$ cat src/hw/rtl/ptw_pkg.sv
// Shared types, codes and constants of the four-level page-table walker.
`default_nettype none

package ptw_pkg;

  localparam int TABLE_FRAMES_DEFAULT = 16;
  localparam int IDX_W = 9;
  localparam int ENTRIES_PER_FRAME = 512;
  localparam int ENTRY_W = 52;
  localparam int PAGE_W = 40;
  localparam int FLAG_W = 12;
  localparam int VA_W = 48;
  localparam int ROOT_W = 4;
  localparam int CFG_IDX_W = 2;

  localparam logic [FLAG_W-1:0] FLAG_PRESENT = 12'h001;
  localparam logic [FLAG_W-1:0] FLAG_WRITE = 12'h002;

  localparam logic [CFG_IDX_W-1:0] CFG_ROOT_FRAME = 2'd0;
  localparam logic [CFG_IDX_W-1:0] CFG_POOL_BASE = 2'd1;

  typedef enum logic [1:0] {
    FUNC_MAP       = 2'd0,
    FUNC_UNMAP     = 2'd1,
    FUNC_TRANSLATE = 2'd2,
    FUNC_READ_RAW  = 2'd3
  } func_t;

  typedef enum logic [1:0] {
    ST_DONE       = 2'd0,
    ST_NO_FRAMES  = 2'd1,
    ST_NOT_MAPPED = 2'd2
  } status_t;

  typedef enum logic [1:0] {
    RES_DONE,
    RES_NO_FRAMES,
    RES_NOT_MAPPED,
    RES_LOOKUP
  } res_sel_t;

  typedef enum logic [2:0] {
    S_CLEAR,
    S_IDLE,
    S_START,
    S_RD,
    S_EVAL,
    S_ZERO,
    S_LINK,
    S_DONE
  } ptw_state_t;

  typedef struct packed {
    func_t               func;
    logic [VA_W-1:0]     vaddr;
    logic [ENTRY_W-1:0]  phys_addr;
    logic [FLAG_W-1:0]   attr_flags;
  } in_item_t;

  typedef struct packed {
    status_t             status;
    logic [ENTRY_W-1:0]  value;
  } out_item_t;

  typedef struct packed {
    logic     accept;
    logic     rd;
    logic     follow;
    logic     alloc;
    logic     zero_wr;
    logic     clr_wr;
    logic     link_wr;
    logic     leaf_wr;
    logic     set_res;
    res_sel_t res_sel;
    logic     load_out;
  } ptw_cmd_t;

  typedef struct packed {
    logic  root_ok;
    logic  present;
    logic  child_ok;
    logic  pool_full;
    logic  level_last;
    logic  clr_last;
    logic  zero_last;
    func_t func;
    logic  out_busy;
  } ptw_stat_t;

endpackage

`default_nettype wire

$ cat src/hw/rtl/ptw_ctrl.sv
// Sequencer that steps the walker datapath through clearing, walking and allocation.
`default_nettype none

module ptw_ctrl (
  input  wire logic               clk,
  input  wire logic               rst,
  input  wire logic               in_valid,
  output logic                    in_ready,
  input  wire ptw_pkg::ptw_stat_t stat,
  output ptw_pkg::ptw_cmd_t       cmd
);
  import ptw_pkg::*;

  ptw_state_t state, state_next;

  always_ff @(posedge clk) begin
    if (rst) begin
      state <= S_CLEAR;
    end else begin
      state <= state_next;
    end
  end

  always_comb begin
    state_next = state;
    cmd = '0;
    in_ready = 1'b0;
    case (state)
      S_CLEAR: begin
        cmd.clr_wr = 1'b1;
        if (stat.clr_last) begin
          state_next = S_IDLE;
        end
      end
      S_IDLE: begin
        in_ready = 1'b1;
        if (in_valid) begin
          cmd.accept = 1'b1;
          state_next = S_START;
        end
      end
      S_START: begin
        if (stat.root_ok) begin
          cmd.rd = 1'b1;
          state_next = S_EVAL;
        end else begin
          cmd.set_res = 1'b1;
          cmd.res_sel = (stat.func == FUNC_MAP) ? RES_NO_FRAMES : RES_NOT_MAPPED;
          state_next = S_DONE;
        end
      end
      S_RD: begin
        // A map writes its leaf without looking at the old one.
        if (stat.level_last && stat.func == FUNC_MAP) begin
          cmd.leaf_wr = 1'b1;
          cmd.set_res = 1'b1;
          cmd.res_sel = RES_DONE;
          state_next = S_DONE;
        end else begin
          cmd.rd = 1'b1;
          state_next = S_EVAL;
        end
      end
      S_EVAL: begin
        if (stat.level_last) begin
          cmd.set_res = 1'b1;
          if (stat.func == FUNC_UNMAP) begin
            cmd.leaf_wr = 1'b1;
            cmd.res_sel = stat.present ? RES_DONE : RES_NOT_MAPPED;
          end else begin
            cmd.res_sel = stat.present ? RES_LOOKUP : RES_NOT_MAPPED;
          end
          state_next = S_DONE;
        end else if (stat.present) begin
          if (stat.child_ok) begin
            cmd.follow = 1'b1;
            state_next = S_RD;
          end else begin
            cmd.set_res = 1'b1;
            cmd.res_sel = (stat.func == FUNC_MAP) ? RES_NO_FRAMES : RES_NOT_MAPPED;
            state_next = S_DONE;
          end
        end else if (stat.func == FUNC_MAP) begin
          if (stat.pool_full) begin
            cmd.set_res = 1'b1;
            cmd.res_sel = RES_NO_FRAMES;
            state_next = S_DONE;
          end else begin
            cmd.alloc = 1'b1;
            state_next = S_ZERO;
          end
        end else begin
          cmd.set_res = 1'b1;
          cmd.res_sel = RES_NOT_MAPPED;
          state_next = S_DONE;
        end
      end
      S_ZERO: begin
        cmd.zero_wr = 1'b1;
        if (stat.zero_last) begin
          state_next = S_LINK;
        end
      end
      S_LINK: begin
        cmd.link_wr = 1'b1;
        state_next = S_RD;
      end
      S_DONE: begin
        if (!stat.out_busy) begin
          cmd.load_out = 1'b1;
          state_next = S_IDLE;
        end
      end
      default: begin
        state_next = S_IDLE;
      end
    endcase
  end

endmodule

`default_nettype wire

$ cat config.mk
export PLATFORM = sky130hd
export DESIGN_NAME = ptw_ctrl
export DESIGN_NICKNAME = d
export VERILOG_FILES = /design/src/hw/rtl/ptw_pkg.sv /design/src/hw/rtl/ptw_ctrl.sv
export SDC_FILE = /design/constraint.sdc
export NUM_CORES = 1
export LEC_CHECK = 0
export BUFFER_PORTS_ARGS = -buffer_cell sky130_fd_sc_hd__buf_2
export CAP_MARGIN = 20
export CORE_AREA = 2 2 39 41
export DETAILED_ROUTE_END_ITERATION = 16
export DIE_AREA = 0 0 41 43
export GPL_TIMING_DRIVEN = 0
export PLACE_DENSITY = 0.6
export SYNTH_ARGS = -nofsm -noshare
export SYNTH_HDL_FRONTEND = slang
export SYNTH_SLANG_ARGS = --single-unit
export TNS_END_PERCENT = 30
$ cat constraint.sdc
create_clock -name clk -period 1.3 [get_ports clk]
set_clock_uncertainty 0.15 [all_clocks]
set_input_delay 0.13 -clock clk [delete_from_list [all_inputs] [get_ports clk]]
set_output_delay 0.13 -clock clk [all_outputs]
set_load 0.05 [all_outputs]
Word-level counts from Yosys, hierarchy flattened:

Index checks and enable logic that the tools add are counted.

* output and inout bits: 13
* logic and storage cells: 62
* register bits: 3

* multiplexer cells: 45
* reduce and logical (&&, ||, !) cells: 4
* equal/unequal tests: 12

Operators with widths (number)
* two-way mux 3 bit: 13
* case mux 3 bit (8 select lines): 1
* two-way mux 1 bit: 18
* two-way mux 2 bit: 9
* equality test 3 bit (second input constant): 4
* case mux 3 bit (3 select lines): 1
* inequality test 2 bit (second input constant): 4
* equality test 3 x 2 -> 1 bit (second input constant): 2
* two-way mux 4 bit: 1
* case mux 1 bit (2 select lines): 2
* AND reduction 4 bit: 1
* equality test 3 x 1 -> 1 bit (second input constant): 1
* logical NOT 3 bit: 1
* equality test 2 x 1 -> 1 bit (second input constant): 1
* logical NOT 2 bit: 1
* logical AND 1 bit: 1

Longest topological paths before layout:

Gate-level depths: netlist of run 1.

* depth after elaboration: 6
* mapped depth: 5
* mapped depth without buffers: 4

Worst setup path after synthesis of run 1:

Ideal clock, no wire load.

* path type: flip-flop to output port
* start point: register state[0]
* end point: output cmd[1] (netlist bit)
* cell stages (with the launch flop): 4
* arrival time: 2.077 ns
* path buffers: 0
* slack: -1.057 ns
* cells stage by stage: dfxtp_1 -> or4b_4 -> o21a_1 -> o21ai_0

RTL lines
* start, declared: RTL line ptw_ctrl.sv:14 `ptw_state_t state, state_next;`
* start signal, assigned: RTL line ptw_ctrl.sv:20 `state <= state_next;`
* end, declared: RTL line ptw_ctrl.sv:10 `output ptw_pkg::ptw_cmd_t cmd`

==> impl_metrics.toml, run 1 <==
[power_and_ir_drop]
vdd_drop_max_mv = 0.4983
p_per_area_nw_per_um2 = 866.1
power_w = 0.0007738
leakagePower_nw = 0.3681

[routing]
wirelength_um = 1448
post-route-drc-count = 0
vias_per_cell = 5.504
drtAntennaViolNets = 0
drt_iter0_markers = 12
post_drt_wl_per_cell_um = 12.81
vias = 622
drt_pre_antenna_iters = 4

[clocking]
clock-root-buffer = "clkbuf_4"
htree_num_levels = 1
clkTransAtPathRegs_ps = 30
tritoncts = "done"
clockBufferDepth = 2
clkLatencyLatePin_ps = 240
cts_made_buffers = 3
clock_sinks = 3

[synthesis]
seq_area_frac_synth_pct = 14.33
synth_commonest_cells = "nor2_1 (10), inv_1 (6), nand2b_1 (4)"
ys_ff_latch = 3
syn-instance-count = 62
synth_top_area_share_pct = 14.33
synth_edf_count = 0
ys_types = 30
synth_top_area_cell = "dfxtp_1"
synth-main-ff-cell = "dfxtp_1"
yosysMostFrequentCell = "nor2_1"
syn_avg_cell_area_um2 = 6.761
yosys-top-cells-area = "dfxtp_1 (14%), nor2_1 (9.0%), a221oi_1 (6.3%), nand2b_1 (6.0%), inv_1 (5.4%)"
synth-async-reset-ratio_pct = 0
syn_area_um2 = 419.2
ys_warn_count = 0
synth_fp_nets = 75

[cells_and_area]
reg.largest.list = "state: 3 flops"
area_delta_synth_final_pct = 113.1
nets = 111
drive_above_1_share_pct = 61.86
n_fill_cell = 121
max_flop_register = "state"
utilization_pct = 64.56
seqCellArea_um2 = 71.32
largest_reg_flops = 3
diodes = 0
multi_input_area_um2 = 445.4
postLayoutCellArea_um2 = 893.4

[setup_path]
crit_path_max_fanout = 3
r2r_start = "state[2]$_SDFFE_PP0P_"
critPathLaunchType = "register"
critPathMaxStageDelay_ps = 570
ff2ff_setup_slack_ps = -160
path_cells = "or4b_4, o21a_1, o21ai_4, buf_6"
worstSetupPathType = "register to output pin"
cp_data_required_time_ps = 1020
crit_buf_inv = 1
cp.arrival_ps = 1590
critical_path.top_delay_family = "simple AND/OR/NAND/NOR gates"
cpMaxStageDelayCell = "or4b_4"
endpoint_kind = "output pin"
startpoint = "state[2]$_SDFFE_PP0P_"

[min_path]
hold_class = "input port to register"
holdCritStartpoint = "stat[0]"

[timing]
period_needed_ps = 1873
fin_worst_hold_slack_ps = 28.09
slew_violations = 0
postLayoutSetupSlackWorst_ps = -572.7
tightest_slew_ps = 284.6
rsz0062_at_grt = "yes"
setup_viol = 16
fin_tns_setup_ps = -4742
max_freq_mhz = 534.0
maxSlewHeadroom_pct = 81.03
period_share_pct = 144.1
final-hold-violation-count = 0

[placement]
hpwlAfterDp_um = 974.3
port_buffers = 25
place_area_um2 = 663.1
place_congestion = 0.7284

[grt]
grt_pass1_wl_um = 2297
grtUsageMet3_pct = 4.712
grt_pass1_vias = 568
antenna_found_initial = 0
grt_use_total_pct = 18.46
top_usage_layer = "met2"
grtUsageMet1_pct = 25.96
grt_max_degree = 11
grtUsageMet2_pct = 26.56
overflow = 0

[floorplanning]
rows = 14
die_h_um = 43
coreArea_um2 = 1384
boundaryPins = 26
start_util_pct = 30.29
die_w_um = 41
dieArea_um2 = 1763

[run]
maxCapViolCount = 0

[status]
outcome = "finished with violations"
violations = "setup timing"
worst reg2reg max path: stages (launching register included):
cell	delay, ps
dfxtp_4	340
buf_4	140
buf_4	130
nor2b_1	140
a21o_1	160
a221oi_2	220
nor2_1	60
final timing paths:
path                           end  cells after the start
max                         cmd[1]                      4
min          state[1]$_SDFFE_PP0P_                      3
max reg2reg  state[2]$_SDFFE_PP0P_                      6
min reg2reg  state[2]$_SDFFE_PP0P_                      3
cells by family (layout without fill, tap and decap cells):
| logic type | after synthesis | after routing | share of synthesized area (%) |
|---|---|---|---|
| buf+inv | 9 | 44 | 8.954 |
| compound gates | 18 | 18 | 31.35 |
| simple gates | 32 | 32 | 45.38 |
| flops | 3 | 3 | 14.33 |
placed cells by master, fill, tap and decap left out, types with 2 or more instances in the layout:
cell           instances
buf_2                 12
buf_6                 12
nor2_1                 5
inv_1                  5
buf_8                  4
buf_4                  4
nand2b_1               3
nor2_4                 3
nor2b_1                3
a221oi_2               3
clkbuf_4               3
dfxtp_4                3
nor3_4                 2
nor2_2                 2
a21oi_1                2
a31oi_1                2
dlygate4sd3_1          2
cell type report:
| class | count | area share [%] |
|---|---|---|
| clock buffers | 4 | 2.941 |
| well taps | 16 | 2.241 |
| multi-input cells | 50 | 49.86 |
| inverters | 6 | 2.801 |
| plain buffers | 3 | 5.042 |
| flip-flops and latches | 3 | 7.983 |
| repair buffers | 31 | 29.13 |
timing repair:
item | CTS | global route
pin swaps | 2 | 4
buffers inserted | 3 | 1
hold endpoints to repair | 3 | 0
gates resized for setup | 37 | 12
hold buffers | 2 | 0
setup endpoints to repair | 15 | 16
per-layer routing:
| metal | share of wire (%) | vias up |
|---|---|---|
| met3 | 4.8 | 4 |
| met2 | 47 | 19 |
| met1 | 47 | 298 |
| li1 | - | 301 |
| met5 | 0 | - |
| met4 | 0.97 | 0 |
power breakdown:
part           total, W  leakage [nW]  internal [W]  switching (W)
registers      0.000133        0.0267      0.000106      0.0000268
logic          0.000475         0.326      0.000208       0.000266
clock network  0.000166        0.0150      0.000115      0.0000512
stage by stage:
stage	worst slack, ps	instances
finish	-572.7	113
global route	-608.2	113
CTS	-577.0	112
detailed placement	-498.1	103
global placement	-507.2	103
floorplan	-339.0	62
Power figures use the tool's default switching activity.
==> inputs of run 2 (changes only) <==
--- a/config.mk
+++ b/config.mk
@@ -12,6 +12,7 @@
 export DIE_AREA = 0 0 41 43
 export GPL_TIMING_DRIVEN = 0
 export PLACE_DENSITY = 0.6
+export REMOVE_ABC_BUFFERS = 1
 export SYNTH_ARGS = -nofsm -noshare
 export SYNTH_HDL_FRONTEND = slang
 export SYNTH_SLANG_ARGS = --single-unit
==> impl_metrics.toml, run 2 (same netlist as run 1, synthesis figures left out) <==
[min_path]
holdCritStartpoint = "stat[0]"
hold-path-cell-count = 3
min_to = "state[1]$_SDFFE_PP0P_"
hold_class = "input port to register"

[cells_and_area]
n_fill_cell = 128
largest_reg_flops = 3
nets = 113
reg.largest.list = "state: 3 flops"
drive_above_1_share_pct = 60.61
layout_commonest_cell = "buf_6"
area_delta_synth_final_pct = 99.40
max_flop_register = "state"
instances_no_fill = 115
diodes = 0
utilization_pct = 60.40
final_cell_mix = "buf_6 (13), buf_2 (12), buf_4 (8), nor2_2 (5), inv_1 (5)"

[setup_path]
cp.arrival_ps = 1590
endpoint_kind = "output pin"
crit_path_max_fanout = 3
r2r_start = "state[2]$_SDFFE_PP0P_"
worstSetupPathType = "register to output pin"
reg2reg_depth = 6
ff2ff_setup_slack_ps = -180
critPathLaunchType = "register"
r2r-end = "state[2]$_SDFFE_PP0P_"
cp_data_required_time_ps = 1020

[timing]
max_freq_mhz = 534.6
postLayoutSetupSlackWorst_ps = -570.5
final-hold-violation-count = 0
fin_worst_hold_slack_ps = 45.08
fin_tns_setup_ps = -5037
setup_viol = 16
rsz0062_at_grt = "yes"
tightest_slew_ps = 240.8
maxSlewHeadroom_pct = 83.89
period_share_pct = 143.9
period_needed_ps = 1870
slew_violations = 0

[run]
maxCapViolCount = 0

[floorplanning]
die_w_um = 41
die_h_um = 43
coreArea_um2 = 1384
rows = 14
boundaryPins = 26
start_util_pct = 30.29
dieArea_um2 = 1763

[routing]
vias = 614
post-route-drc-count = 0
post_drt_wl_per_cell_um = 13.75
vias_per_cell = 5.339
drt_pre_antenna_iters = 4
drtAntennaViolNets = 0
wirelength_um = 1581
drt_iter0_markers = 4

[placement]
port_buffers = 25
hpwlAfterDp_um = 848.9
dp.cells = 100
place_congestion = 0.7058

[clocking]
clockBufferDepth = 2
clkTransAtPathRegs_ps = 40
tritoncts = "done"
clock-root-buffer = "clkbuf_4"
htree_num_levels = 1
cts_made_buffers = 3
clkLatencyLatePin_ps = 240
clock_sinks = 3

[status]
outcome = "finished with violations"
violations = "setup timing"

[grt]
grt_pass1_vias = 582
overflow = 0
grt_pass1_wl_um = 2408
grt_use_total_pct = 19.70
grt_max_degree = 10
antenna_found_initial = 0

[power_and_ir_drop]
power_w = 0.0007521
p_per_area_nw_per_um2 = 899.8
vdd_drop_max_mv = 0.3122
leakagePower_nw = 0.3674
run 2: per-stage QoR:
step	area [um^2]	setup WS (ps)
finish	835.8	-570.5
global route	835.8	-629.6
CTS	782.0	-575.0
detailed placement	549.3	-686.6
global placement	549.3	-695.5
floorplan	404.1	-1191
run 2: critical path, cell delays in order, from the launching register on:
cell,delay (ps)
dfxtp_4,350
or4b_4,540
nand3_2,80
a221oi_2,50
a21oi_1,120
buf_4,210
run 2: what timing repair did:
item                                   in CTS  in global routing
setup endpoints to repair                  16                 16
pin swaps                                  10                  3
hold buffers                                2                  0
buffers inserted                            9                  0
endpoints found under the hold margin       3                  0
resized for setup                          41                 15
gates cloned                                0                  0
run 2: worst max path at each step:
| stage | end | cells after the start | slack (ps) | start |
|---|---|---|---|---|
| 2_1_floorplan | cmd[1] | 3 | -1190 | state[1]$_SDFFE_PP0P_ |
| 5_1_grt | cmd[2] | 5 | -630 | state[2]$_SDFFE_PP0P_ |
| 3_5_place_dp | cmd[1] | 5 | -690 | state[2]$_SDFFE_PP0P_ |
| 3_3_place_gp | cmd[1] | 5 | -700 | state[2]$_SDFFE_PP0P_ |
| 4_1_cts | cmd[2] | 5 | -580 | state[2]$_SDFFE_PP0P_ |
| 6_report | cmd[2] | 5 | -570 | state[2]$_SDFFE_PP0P_ |
run 2: layout make-up:
| class | instances | area (um^2) | area share [%] |
|---|---|---|---|
| multi-input cells | 50 | 394.1 | 47.16 |
| repair buffers | 36 | 301.5 | 36.08 |
| flip-flops and latches | 3 | 71.32 | 8.533 |
| clock buffers | 4 | 26.28 | 3.144 |
| inverters | 6 | 22.52 | 2.695 |
| well taps | 16 | 20.02 | 2.395 |
run 2: layer usage:
metal  global-route usage (%)  vias to the layer above  share of wire [%]
li1                         -                      303                  -
met1                    23.17                      288                 44
met2                    34.06                       21                 51
met3                        0                        2                3.9
met4                    10.00                        0               0.89
met5                        0                        -                  0
run 2: where the power goes:
part	leakage [nW]	switching, W	internal, W
registers	0.0267	0.0000185	0.000106
clock network	0.0150	0.0000556	0.000116
logic	0.326	0.000260	0.000197
==> inputs of run 3 (changes only) <==
--- a/config.mk
+++ b/config.mk
@@ -8,9 +8,12 @@
 export BUFFER_PORTS_ARGS = -buffer_cell sky130_fd_sc_hd__buf_2
 export CAP_MARGIN = 20
 export CORE_AREA = 2 2 39 41
+export CTS_BUF_LIST = sky130_fd_sc_hd__clkbuf_2
+export CTS_CLUSTER_SIZE = 14
 export DETAILED_ROUTE_END_ITERATION = 16
 export DIE_AREA = 0 0 41 43
 export GPL_TIMING_DRIVEN = 0
+export HOLD_SLACK_MARGIN = 0.15
 export PLACE_DENSITY = 0.6
 export REMOVE_ABC_BUFFERS = 1
 export SYNTH_ARGS = -nofsm -noshare
==> impl_metrics.toml, run 3 (same netlist as run 1, synthesis figures left out) <==
[routing]
post-route-drc-count = 0
vias = 635
drt_pre_antenna_iters = 4
post_drt_wl_per_cell_um = 14.03
drt_iter0_markers = 12
drtAntennaViolNets = 0
wirelength_um = 1642
vias_per_cell = 5.427

[grt]
grt_pass1_wl_um = 2504
antenna_found_initial = 0
grt_max_degree = 10
grtUsageMet3_pct = 0
grtUsageMet2_pct = 36.25
grt_pass1_vias = 590
grt_use_total_pct = 20.30
top_usage_layer = "met2"
overflow = 0
grtUsageMet1_pct = 23.81

[status]
violations = "setup timing"
outcome = "finished with violations"

[cells_and_area]
layout_commonest_cell = "buf_6"
diodes = 0
postLayoutCellArea_um2 = 843.3
seqCellArea_um2 = 71.32
multi_input_area_um2 = 386.6
reg.largest.list = "state: 3 flops"
largest_reg_flops = 3
final_cell_mix = "buf_6 (14), buf_2 (12), buf_4 (8), nor2_1 (5), inv_1 (5)"
max_flop_register = "state"
area_delta_synth_final_pct = 101.2
instances_no_fill = 117
drive_above_1_share_pct = 58.42
nets = 115
n_fill_cell = 120

[timing]
period_needed_ps = 1839
postLayoutSetupSlackWorst_ps = -539.3
rsz0062_at_grt = "yes"
setup_viol = 16
fin_worst_hold_slack_ps = 200.2
tightest_slew_ps = 245.5
period_share_pct = 141.5
slew_violations = 0
maxSlewHeadroom_pct = 83.54
max_freq_mhz = 543.7
final-hold-violation-count = 0

[clocking]
clock-root-buffer = "clkbuf_2"
clkTransAtPathRegs_ps = 50
clock_sinks = 3
tritoncts = "done"
cts_made_buffers = 3
clockBufferDepth = 2
clkLatencyLatePin_ps = 210
htree_num_levels = 1

[power_and_ir_drop]
vdd_drop_max_mv = 0.3151
p_sw_w = 0.0003386
seq_power_share_pct = 17.0
clockPowerShare_pct = 19.0
p_per_area_nw_per_um2 = 862.7
p_int_w = 0.0003889
switching_share_pct = 46.54
pwr-share-comb_pct = 64.0
leakagePower_nw = 0.3689

[setup_path]
cp_data_required_time_ps = 1020
cp.arrival_ps = 1560
worstSetupPathType = "register to output pin"
critPathLaunchType = "register"
endpoint_kind = "output pin"
crit_path_max_fanout = 3

[placement]
place_area_um2 = 549.3
place_ws_ps = -686.6
hpwlAfterDp_um = 848.9
port_buffers = 25
place_congestion = 0.7058
dp.cells = 100

[floorplanning]
start_util_pct = 30.29
coreArea_um2 = 1384
dieArea_um2 = 1763
rows = 14
die_h_um = 43
die_w_um = 41
boundaryPins = 26

[min_path]
hold_class = "input port to register"

[run]
maxCapViolCount = 0
## run 3: cell count changes in the layout (fill, tap and decap cells not counted), sizes merged
cell and delta:
buf +1, dlygate4sd3 +1
## run 3: final cells by class
| type | count | share of cell area [%] |
|---|---|---|
| clock buffers | 4 | 2.374 |
| inverters | 6 | 2.671 |
| multi-input cells | 50 | 45.85 |
| flip-flops and latches | 3 | 8.457 |
| well taps | 16 | 2.374 |
| repair buffers | 38 | 38.28 |
## run 3: power by group through the flow
stage	Clock, W	Combinational [W]	Sequential, W
finish	0.000138	0.000466	0.000124
global route	0.000149	0.000497	0.000125
CTS	0.000136	0.000412	0.000122
detailed placement	0	0.000273	0.000145
global placement	0	0.000273	0.000145
floorplan	0	0.000207	0.000134
## run 3: metrics by stage
step | setup TNS, ps | total power [W] | utilization (%)
global placement | -4746 | 0.0004174 | 39.69
finish | -5284 | 0.0007275 | 60.94
floorplan | -8387 | 0.0003411 | -
CTS | -4825 | 0.0006706 | 56.69
detailed placement | -4821 | 0.0004189 | 39.69
global route | -6245 | 0.0007703 | 60.94
## run 3: layer usage
metal / part of all wire (%) / vias up
met3: 3.8 / 0
met2: 54 / 19
met1: 42 / 306
li1: - / 310
met5: 0 / -
met4: 0 / 0
## run 3: critical path: stages, from the launching register on
cell,delay [ps]
dfxtp_4,350
or4b_4,540
nand3_2,80
a221oi_2,50
a21oi_1,120
buf_4,210
## run 3: what timing repair did
| action | CTS | global route |
|---|---|---|
| pin swaps | 10 | 5 |
| resized for setup | 39 | 14 |
| setup endpoints to repair | 16 | 16 |
| hold endpoints to repair | 3 | 0 |
| hold buffers | 3 | 0 |
| setup buffers | 9 | 1 |
## run 3: path summary, 6_finish.rpt
kind	end	depth (start not counted)	slack [ps]	start
setup / recovery	cmd[2]	5	-540	state[2]$_SDFFE_PP0P_
hold / removal	state[1]$_SDFFE_PP0P_	5	200	stat[3]
setup reg to reg	state[1]$_SDFFE_PP0P_	7	-230	state[1]$_SDFFE_PP0P_
hold reg to reg	state[2]$_SDFFE_PP0P_	3	540	state[0]$_SDFFE_PP0P_
